[config.mk]
export PLATFORM = sky130hd
export DESIGN_NAME = lrl_seq
export DESIGN_NICKNAME = d
export VERILOG_FILES = /design/src/rtl/lrl_pkg.sv /design/src/rtl/lrl_seq.sv
export SDC_FILE = /design/constraint.sdc
export NUM_CORES = 1
export LEC_CHECK = 0
export ABC_AREA = 1
export ABC_CLOCK_PERIOD_IN_PS = 6100
export BUFFER_PORTS_ARGS = -buffer_cell sky130_fd_sc_hd__buf_2
export CORE_AREA = 4 4 94 96
export DETAILED_ROUTE_END_ITERATION = 7
export DIE_AREA = 0 0 98 100
export PLACE_DENSITY = 0.82
export SYNTH_ARGS = -nofsm -noshare
export SYNTH_HDL_FRONTEND = slang
export SYNTH_SLANG_ARGS = --single-unit
[constraint.sdc]
create_clock -name clk -period 6.1 [get_ports clk]
set_clock_uncertainty 0.2 [all_clocks]
set_input_delay 0.61 -clock clk [delete_from_list [all_inputs] [get_ports clk]]
set_output_delay 0.61 -clock clk [all_outputs]
set_load 0.02 [all_outputs]
[src/rtl/lrl_pkg.sv]
// Shared types and codes for the LRU replacement list.
`timescale 1ns / 1ps

package lrl_pkg;

  localparam int SLOT_W = 10;
  localparam int CNT_W  = 7;
  localparam int REQ_W  = 2;
  localparam int STAT_W = 2;

  // Request codes
  localparam logic [REQ_W-1:0] REQ_INSERT = 2'd0;
  localparam logic [REQ_W-1:0] REQ_HIT    = 2'd1;
  localparam logic [REQ_W-1:0] REQ_EVICT  = 2'd2;

  // Result status codes
  localparam logic [STAT_W-1:0] ST_DONE   = 2'd0;
  localparam logic [STAT_W-1:0] ST_ABSENT = 2'd1;
  localparam logic [STAT_W-1:0] ST_EMPTY  = 2'd2;

  typedef enum logic [2:0] {
    S_CLEAR,
    S_IDLE,
    S_LOOK,
    S_DECIDE,
    S_RELINK,
    S_EV_DO,
    S_EV_RD
  } seq_state_t;

  typedef struct packed {
    logic [REQ_W-1:0]  req_type;
    logic [SLOT_W-1:0] slot_id;
    logic [CNT_W-1:0]  evict_count;
  } req_t;

  typedef struct packed {
    logic [SLOT_W-1:0] evicted_slot;
    logic [STAT_W-1:0] status;
    logic              last;
  } res_t;

  // Write strobes from the sequencer to the link tables
  typedef struct packed {
    logic nxt_we;
    logic prv_we;
    logic pres_we;
    logic pres_wd;
  } tbl_wr_t;

endpackage

[src/rtl/lrl_seq.sv]
// Sequencer: walks link tables for insert, hit, evict; one step per cycle unless stalled.
`timescale 1ns / 1ps

module lrl_seq
  import lrl_pkg::*;
#(
  parameter int NUM_SLOTS = 1024,
  parameter int MAX_BATCH = 64,
  localparam int SW = (NUM_SLOTS > 1) ? $clog2(NUM_SLOTS) : 1
) (
  input  logic          clk,
  input  logic          rst_n,
  input  logic          in_valid,
  output logic          in_ready,
  input  req_t          in_beat,
  input  logic          res_free,
  output logic          res_push,
  output res_t          res,
  output tbl_wr_t       wr,
  output logic [SW-1:0] rd_addr,
  output logic [SW-1:0] nxt_waddr,
  output logic [SW-1:0] nxt_wdata,
  output logic [SW-1:0] prv_waddr,
  output logic [SW-1:0] prv_wdata,
  output logic [SW-1:0] pres_waddr,
  input  logic [SW-1:0] nxt_q,
  input  logic [SW-1:0] prv_q,
  input  logic          pres_q
);

  localparam logic [CNT_W-1:0] BATCH_MAX = CNT_W'(MAX_BATCH);
  localparam logic [SW-1:0]    LAST_IDX  = SW'(NUM_SLOTS - 1);

  seq_state_t        state_r, state_nxt;
  logic [REQ_W-1:0]  req_r, req_nxt;
  logic [SLOT_W-1:0] slot_r, slot_nxt;
  logic [CNT_W-1:0]  rem_r, rem_nxt;
  logic [SW-1:0]     head_r, head_nxt;
  logic [SW-1:0]     tail_r, tail_nxt;
  logic              nonempty_r, nonempty_nxt;
  logic [SW-1:0]     clr_r, clr_nxt;

  logic [SW-1:0]     s_idx;
  logic              slot_ok;
  logic              s_at_head;
  logic              s_at_tail;
  logic              one_left;

  assign s_idx     = SW'(slot_r);
  assign slot_ok   = ({7'd0, slot_r} < 17'(NUM_SLOTS));
  assign s_at_head = (s_idx == head_r);
  assign s_at_tail = (s_idx == tail_r);
  assign one_left  = (head_r == tail_r);

  always_ff @(posedge clk) begin
    if (!rst_n) begin
      state_r    <= S_CLEAR;
      clr_r      <= '0;
      head_r     <= '0;
      tail_r     <= '0;
      nonempty_r <= 1'b0;
    end else begin
      state_r    <= state_nxt;
      clr_r      <= clr_nxt;
      head_r     <= head_nxt;
      tail_r     <= tail_nxt;
      nonempty_r <= nonempty_nxt;
    end
  end

  always_ff @(posedge clk) begin
    req_r  <= req_nxt;
    slot_r <= slot_nxt;
    rem_r  <= rem_nxt;
  end

  always_comb begin
    state_nxt    = state_r;
    req_nxt      = req_r;
    slot_nxt     = slot_r;
    rem_nxt      = rem_r;
    head_nxt     = head_r;
    tail_nxt     = tail_r;
    nonempty_nxt = nonempty_r;
    clr_nxt      = clr_r;
    in_ready     = 1'b0;
    res_push     = 1'b0;
    res          = '0;
    res.status   = ST_DONE;
    res.last     = 1'b1;
    wr           = '0;
    rd_addr      = s_idx;
    nxt_waddr    = s_idx;
    nxt_wdata    = head_r;
    prv_waddr    = head_r;
    prv_wdata    = s_idx;
    pres_waddr   = s_idx;

    case (state_r)
      S_CLEAR: begin
        wr.pres_we = 1'b1;
        wr.pres_wd = 1'b0;
        pres_waddr = clr_r;
        clr_nxt    = clr_r + 1'b1;
        if (clr_r == LAST_IDX) begin
          state_nxt = S_IDLE;
        end
      end

      S_IDLE: begin
        in_ready = 1'b1;
        if (in_valid) begin
          req_nxt   = in_beat.req_type;
          slot_nxt  = in_beat.slot_id;
          rem_nxt   = (in_beat.evict_count > BATCH_MAX) ? BATCH_MAX : in_beat.evict_count;
          state_nxt = S_LOOK;
        end
      end

      S_LOOK: begin
        if (req_r == REQ_EVICT) begin
          // fetch the tail's back link ahead of the first victim
          rd_addr = tail_r;
          if (rem_r != '0) begin
            state_nxt = S_EV_DO;
          end else if (res_free) begin
            res_push  = 1'b1;
            state_nxt = S_IDLE;
          end
        end else if (req_r == REQ_INSERT || req_r == REQ_HIT) begin
          state_nxt = S_DECIDE;
        end else if (res_free) begin
          res_push  = 1'b1;
          state_nxt = S_IDLE;
        end
      end

      S_DECIDE: begin
        if (!slot_ok || (!pres_q && req_r == REQ_HIT)) begin
          if (req_r == REQ_HIT) begin
            res.status = ST_ABSENT;
          end
          if (res_free) begin
            res_push  = 1'b1;
            state_nxt = S_IDLE;
          end
        end else if (!pres_q) begin
          if (res_free) begin
            wr.pres_we = 1'b1;
            wr.pres_wd = 1'b1;
            if (!nonempty_r) begin
              tail_nxt     = s_idx;
              nonempty_nxt = 1'b1;
            end else begin
              wr.nxt_we = 1'b1;
              wr.prv_we = 1'b1;
            end
            head_nxt  = s_idx;
            res_push  = 1'b1;
            state_nxt = S_IDLE;
          end
        end else if (s_at_head) begin
          // already most recent: every link stays as it was
          if (res_free) begin
            res_push  = 1'b1;
            state_nxt = S_IDLE;
          end
        end else if (s_at_tail) begin
          if (res_free) begin
            tail_nxt  = prv_q;
            wr.nxt_we = 1'b1;
            wr.prv_we = 1'b1;
            head_nxt  = s_idx;
            res_push  = 1'b1;
            state_nxt = S_IDLE;
          end
        end else begin
          // bridge the neighbors, then relink at the head in S_RELINK once the output has room
          wr.nxt_we = 1'b1;
          nxt_waddr = prv_q;
          nxt_wdata = nxt_q;
          wr.prv_we = 1'b1;
          prv_waddr = nxt_q;
          prv_wdata = prv_q;
          state_nxt = S_RELINK;
        end
      end

      S_RELINK: begin
        if (res_free) begin
          wr.nxt_we = 1'b1;
          wr.prv_we = 1'b1;
          head_nxt  = s_idx;
          res_push  = 1'b1;
          state_nxt = S_IDLE;
        end
      end

      S_EV_DO: begin
        rd_addr = tail_r;
        if (res_free) begin
          res_push = 1'b1;
          if (!nonempty_r) begin
            res.status = ST_EMPTY;
            state_nxt  = S_IDLE;
          end else begin
            wr.pres_we       = 1'b1;
            wr.pres_wd       = 1'b0;
            pres_waddr       = tail_r;
            res.evicted_slot = SLOT_W'(tail_r);
            res.last         = (rem_r == CNT_W'(1));
            if (one_left) begin
              nonempty_nxt = 1'b0;
              head_nxt     = '0;
              tail_nxt     = '0;
            end else begin
              tail_nxt = prv_q;
            end
            rem_nxt   = rem_r - 1'b1;
            state_nxt = (rem_r == CNT_W'(1)) ? S_IDLE : S_EV_RD;
          end
        end
      end

      S_EV_RD: begin
        rd_addr   = tail_r;
        state_nxt = S_EV_DO;
      end

      default: begin
        state_nxt = S_IDLE;
      end
    endcase
  end

  a_no_push_in_clear: assert property (@(posedge clk) disable iff (!rst_n)
    state_r == S_CLEAR |-> !res_push && !in_ready)
    else $error("result or accept during clearing pass");

  a_push_needs_room: assert property (@(posedge clk) disable iff (!rst_n)
    res_push |-> res_free)
    else $error("result pushed into a full output register");

  a_empty_is_last: assert property (@(posedge clk) disable iff (!rst_n)
    res_push && res.status == ST_EMPTY |-> res.last && res.evicted_slot == '0)
    else $error("empty-list result not final or carries a slot");

  a_empty_ends_zero: assert property (@(posedge clk) disable iff (!rst_n)
    !nonempty_r |-> head_r == '0 && tail_r == '0)
    else $error("empty list with stale end pointers");

  a_idle_after_last: assert property (@(posedge clk) disable iff (!rst_n)
    res_push && res.last |=> state_r == S_IDLE)
    else $error("sequencer busy after final result");

endmodule

# Yosys cells after proc, flatten, opt, wreduce, memory -nomap -nowiden
# Index checks and enable logic that the tools add are counted.
[classes] add_sub_neg=2 order_cmp=1 n_eq_ne=25 mux=91 n_reduce_logical=17
[op_table] cell="2-to-1 mux 10 bit" count=32
[op_table] cell="one-hot mux 10 bit (2 select lines)" count=3
[op_table] cell="2-to-1 mux 3 bit" count=13
[op_table] cell="equality test 10 bit" count=3
[op_table] cell="one-hot mux 10 bit (3 select lines)" count=1
[op_table] cell="2-to-1 mux 7 bit" count=4
[op_table] cell="one-hot mux 3 bit (7 select lines)" count=1
[op_table] cell="2-to-1 mux 1 bit" count=19
[op_table] cell="2-to-1 mux 2 bit" count=9
[op_table] cell="inequality test 2 bit, second input constant" count=8
[op_table] cell="one-hot mux 7 bit (2 select lines)" count=1
[op_table] cell="2-to-1 mux 13 bit" count=1
[op_table] cell="adder 10 x 1 -> 10 bit, second input constant" count=1
[op_table] cell="equality test 10 bit, second input constant" count=1
[op_table] cell="equality test 3 bit, second input constant" count=3
[op_table] cell="inequality test 3 bit, second input constant" count=3
[op_table] cell="2-to-1 mux 4 bit" count=2
[op_table] cell="one-hot mux 2 bit (2 select lines)" count=2
[op_table] cell="AND reduction 8 bit" count=1
[op_table] cell="equality test 7 x 1 -> 1 bit, second input constant" count=1
[op_table] cell="> comparator 7 bit, second input constant" count=1
[op_table] cell="AND reduction 7 bit" count=1
[op_table] cell="nonzero test 7 bit" count=1
[op_table] cell="subtractor 7 x 1 -> 7 bit, second input constant" count=1
[op_table] cell="other kinds (20)" count=23
[totals] register_bits=53

# Logic depth before layout (Yosys ltp)
[depth] depth_word=6 depth_mapped=14

# Worst setup path before layout
# No wires, ideal clock.
[synth_timing] path_kind="input port to output port" from="input port pres_q" to="output port wr[1] (netlist name)" arrival_ps=2134 required_time_ps=5290 path_slack_ps=3156 path_stages=5 n_path_buf=2 path_cell_list="buf_2 buf_1 nor4_1 inv_1 o211ai_1"
[synth_lines] item="start, declared" line_no="lrl_seq.sv:28" rtl="input logic pres_q"
[synth_lines] item="end, declared" line_no="lrl_seq.sv:19" rtl="output tbl_wr_t wr,"

# Worst setup path in the final report
[layout_timing] from="register slot_r[6], in the netlist s_idx[6]" to="output port nxt_wdata[9]"
[layout_via] elab_chain_cells=6
[layout_rtl] item="start, declared" line_no="lrl_seq.sv:36" rtl="logic [SLOT_W-1:0] slot_r, slot_nxt;"
[layout_rtl] item="start signal, assigned" line_no="lrl_seq.sv:73" rtl="slot_r <= slot_nxt;"
[layout_rtl] item="equality test 10 bit" line_no="lrl_seq.sv:52" rtl="assign s_at_tail = (s_idx == tail_r);"
[layout_rtl] item="2-to-1 mux 10 bit" line_no="lrl_seq.sv:168" rtl="end else if (s_at_tail) begin"
[layout_rtl] item="2-to-1 mux 10 bit *" line_no="lrl_seq.sv:162" rtl="end else if (s_at_head) begin"
[layout_rtl] item="2-to-1 mux 10 bit *" line_no="lrl_seq.sv:147" rtl="end else if (!pres_q) begin"
[layout_rtl] item="2-to-1 mux 10 bit *" line_no="lrl_seq.sv:139" rtl="if (!slot_ok || (!pres_q && req_r == REQ_HIT)) begin"
[layout_rtl] item="2-to-1 mux 10 bit *" line_no="lrl_seq.sv:99" rtl="case (state_r)"
[layout_rtl] item="end, declared" line_no="lrl_seq.sv:22" rtl="output logic [SW-1:0] nxt_wdata,"
# Every way passes the cells marked *; elsewhere a longest branch is shown, timed or not.

==> summary.json <==
{
  "setup.worst_path.start_class": "register",
  "synth_compound_gate_area_share_pct": 17.5,
  "drt-total-wl_um": 12900,
  "worst_skew_pair.late_latency_ns": 0.31,
  "grt_setup_unrepaired": "false",
  "antenna_left": 0,
  "switching_power_total_uw": 151,
  "grt_max_degree": 36,
  "distinct_cells_synth": 43,
  "drt-vias-per-instance": 5.46,
  "timing_max_transition_violations_final": 0,
  "r2r-start": "state_r[2]",
  "cts.reportedPaths.clkPinSlew_ns": 0.10,
  "power.clock.fraction_pct": 35.0,
  "largest_family_of_logic_cells_by_synthesized_area": "simple AND/OR/NAND/NOR gates",
  "via_count": 4746,
  "avgRoutedWirePerCell_um": 14.9,
  "yosys_warnings": 0,
  "floorplan.initialDensity_pct": 53.3,
  "relSlewSlack_pct": 27.0,
  "postSynthRegisterBits": 53,
  "critical_path_start": "s_idx[6]",
  "timing.max_cap.violations": 0,
  "cts_htree_levels": 2,
  "fin_ws_ns": 2.03,
  "share_of_cell_area_taken_by_muxes_after_synthesis_pct": 0,
  "die_y_um": 100,
  "final.min_clock_period_ns": 4.07,
  "pre_cts_ws_ns": 2.42,
  "synthToLayoutAreaGrowth_pct": 13.4,
  "timing.critical_path.arrival_ns": 3.26,
  "final_nets": 811,
  "critPathCaptureType": "output pin",
  "post_route_cells_drive_above_1_share_pct": 22.6,
  "synthAdderAreaFrac_pct": 0.875,
  "diodes_inserted": 0,
  "core_um2": 8050,
  "cellLeakagePower_uw": 0.00234,
  "setup.worst_path.class": "reg2out",
  "top_level_ports": 123,
  "gp_congestion": 0.983,
  "timing.critical_path.fanout_max": 22,
  "vdd_ir_drop_max_v": 0.0000846,
  "grt_pass1_wl_um": 21000,
  "die_width_um": 98,
  "maxClockFrequency_mhz": 246,
  "postCtsSetupRepairBufs": 0,
  "syn_area_per_cell_um2": 6.31,
  "cell_internal_pwr_uw": 493,
  "cts.sinks": 53,
  "worstHoldStart": "in_beat[14]",
  "p_sw_share_pct": 23.5,
  "clockRootBuffer": "sky130_fd_sc_hd__clkbuf_8",
  "die-area_um2": 9800,
  "overflow": 0,
  "remaining_drc_errors": 0,
  "synthXorXnorAreaFrac_pct": 3.27,
  "track_usage_pct": 25.9,
  "worst-endpoint-required_ns": 5.29,
  "netlist_area_um2": 4290,
  "totalNegativeSetupSlack_ns": 0,
  "hold_bufs_at_cts": 0,
  "hp-class": "in2reg",
  "drtPass1Iterations": 8,
  "combPwrFrac_pct": 7.8,
  "first_global_vias": 4355,
  "numPortBuffers": 122,
  "drt_iter0_drc": 461,
  "grt_antenna_before_repair": 0,
  "synth_nets": 726,
  "floorplan.rows": 33,
  "clock_tree_from_tritoncts": "done",
  "postSynthCellCount": 679,
  "power_density_nw_per_um2": 133,
  "finalCritPeriodShare_pct": 66.7,
  "timing.final.setup_violations": 0,
  "filler_cell_count": 805,
  "run_status": "finished, final reports clean",
  "cts_buffer_depth": 2,
  "share_seq_of_total_power_pct": 57.2,
  "report.final.hold_viol_count": 0,
  "dp_hpwl_um": 10200,
  "post_synth_and_or_nand_nor_area_fraction_pct": 34.7,
  "synth_seq_area_share_pct": 29.2,
  "post_cts.resized_instances": 0,
  "cts-buffers-inserted": 5,
  "worst_slew_pin_slew_ns": 1.09
}
## sequential cells by signal, summed over array words and instances, names as in the netlist
register    cells
clr_r          10
req_r           2
state_r         3
nonempty_r      1
head_r         10
rem_r           7
tail_r         10
s_idx          10
## worst paths after layout
| kind | endpoint | slack (ns) | depth (start not counted) |
|---|---|---|---|
| worst min-delay path | s_idx[7] | 0.26 | 1 |
| worst min register to register | clr_r[7] | 0.31 | 2 |
| worst max-delay path | nxt_wdata[9] | 2.03 | 11 |
| worst max register to register | head_r[9] | 3.37 | 9 |
## area by class of cell
| cell class | instances | area, µm² | area share [%] |
|---|---|---|---|
| clock buffer | 7 | 97.6 | 2.01 |
| clock inverter | 1 | 5.00 | 0.103 |
| inverter | 92 | 350 | 7.21 |
| multi-input combinational | 490 | 2420 | 49.7 |
| sequential | 53 | 1250 | 25.7 |
| tap | 105 | 131 | 2.70 |
| timing repair buffer | 122 | 611 | 12.6 |
## layer usage
layer	vias up	part of all wire (%)	global-route usage [%]	wire, µm
met5	-	0	0	0
met4	0	1.8	7.14	227
met3	27	10	4.31	1300
met2	279	43	41.1	5630
met1	2105	45	36.7	5790
li1	2335	-	-	-
## critical path, stage by stage, from the launching register on
cell	delay [ns]
sky130_fd_sc_hd__edfxtp_1	0.54
sky130_fd_sc_hd__inv_1	0.18
sky130_fd_sc_hd__nand2_1	0.10
sky130_fd_sc_hd__nand2_1	0.05
sky130_fd_sc_hd__nand2_1	0.06
sky130_fd_sc_hd__nor2_1	0.04
sky130_fd_sc_hd__nand3_1	0.17
sky130_fd_sc_hd__nand4_1	0.70
sky130_fd_sc_hd__inv_1	0.69
sky130_fd_sc_hd__nand2_1	0.09
sky130_fd_sc_hd__o21ai_0	0.12
sky130_fd_sc_hd__buf_2	0.21
## stage by stage
stage	std cells	total power [µW]	instance area (µm²)	util (%)	hold slack (ns)
final	870	645	4860	60.4	0.263
after global routing	870	670	4860	60.4	0.254
after CTS	870	647	4860	60.4	0.259
after detailed placement	862	426	4760	59.1	0.294
after global placement	862	426	4760	59.1	0.268
after floorplan	679	405	4290	-	0.251
## power by group through the flow
| stage | sequential (µW) | clock [µW] | combinational, µW |
|---|---|---|---|
| after floorplan | 376 | 0 | 28.3 |
| after global placement | 377 | 0 | 48.7 |
| after detailed placement | 377 | 0 | 49.5 |
| after CTS | 369 | 229 | 49.7 |
| after global routing | 369 | 244 | 56.9 |
| final | 369 | 226 | 50.1 |
## cell families (layout without fill, tap and decap cells)
| kind of cell | Yosys count | in the layout |
|---|---|---|
| buf+inv | 136 | 222 |
| simple gates | 346 | 346 |
| fa+ha+maj | 3 | 3 |
| compound gates | 125 | 125 |
| xor+xnor | 16 | 16 |
| flops | 53 | 53 |
## synth_stat cells, drive strengths merged
library cell	number	area (µm²)
nand4	7	43.8
xor2	5	43.8
o21ai	60	304
o41ai	1	8.76
clkbuf	10	37.5
nor3b	1	7.51
edfxtp	19	571
o21bai	1	7.51
o31ai	2	15.0
or2	3	18.8
dfxtp	34	681
nor3	8	40.0
nand3	38	208
o221ai	9	85.1
buf	34	233
nand2	194	746
a41oi	1	8.76
ha	3	37.5
inv	90	338
o211ai	12	90.1
nor2	93	410
a31oi	2	12.5
xnor2	11	96.3
nor4	2	12.5
a21oi	35	205
clkinv	2	12.5
o21a	2	15.0
## cells in the final DEF (no fill, tap or decap), types with 12 or more instances in the layout
| cell type | n |
|---|---|
| sky130_fd_sc_hd__nand2_1 | 189 |
| sky130_fd_sc_hd__buf_2 | 122 |
| sky130_fd_sc_hd__inv_1 | 80 |
| sky130_fd_sc_hd__nor2_1 | 80 |
| sky130_fd_sc_hd__o21ai_0 | 58 |
| sky130_fd_sc_hd__nand3_1 | 36 |
| sky130_fd_sc_hd__dfxtp_1 | 34 |
| sky130_fd_sc_hd__a21oi_1 | 27 |
| sky130_fd_sc_hd__edfxtp_1 | 19 |
| sky130_fd_sc_hd__o211ai_1 | 12 |
Power figures use the tool's default switching activity.
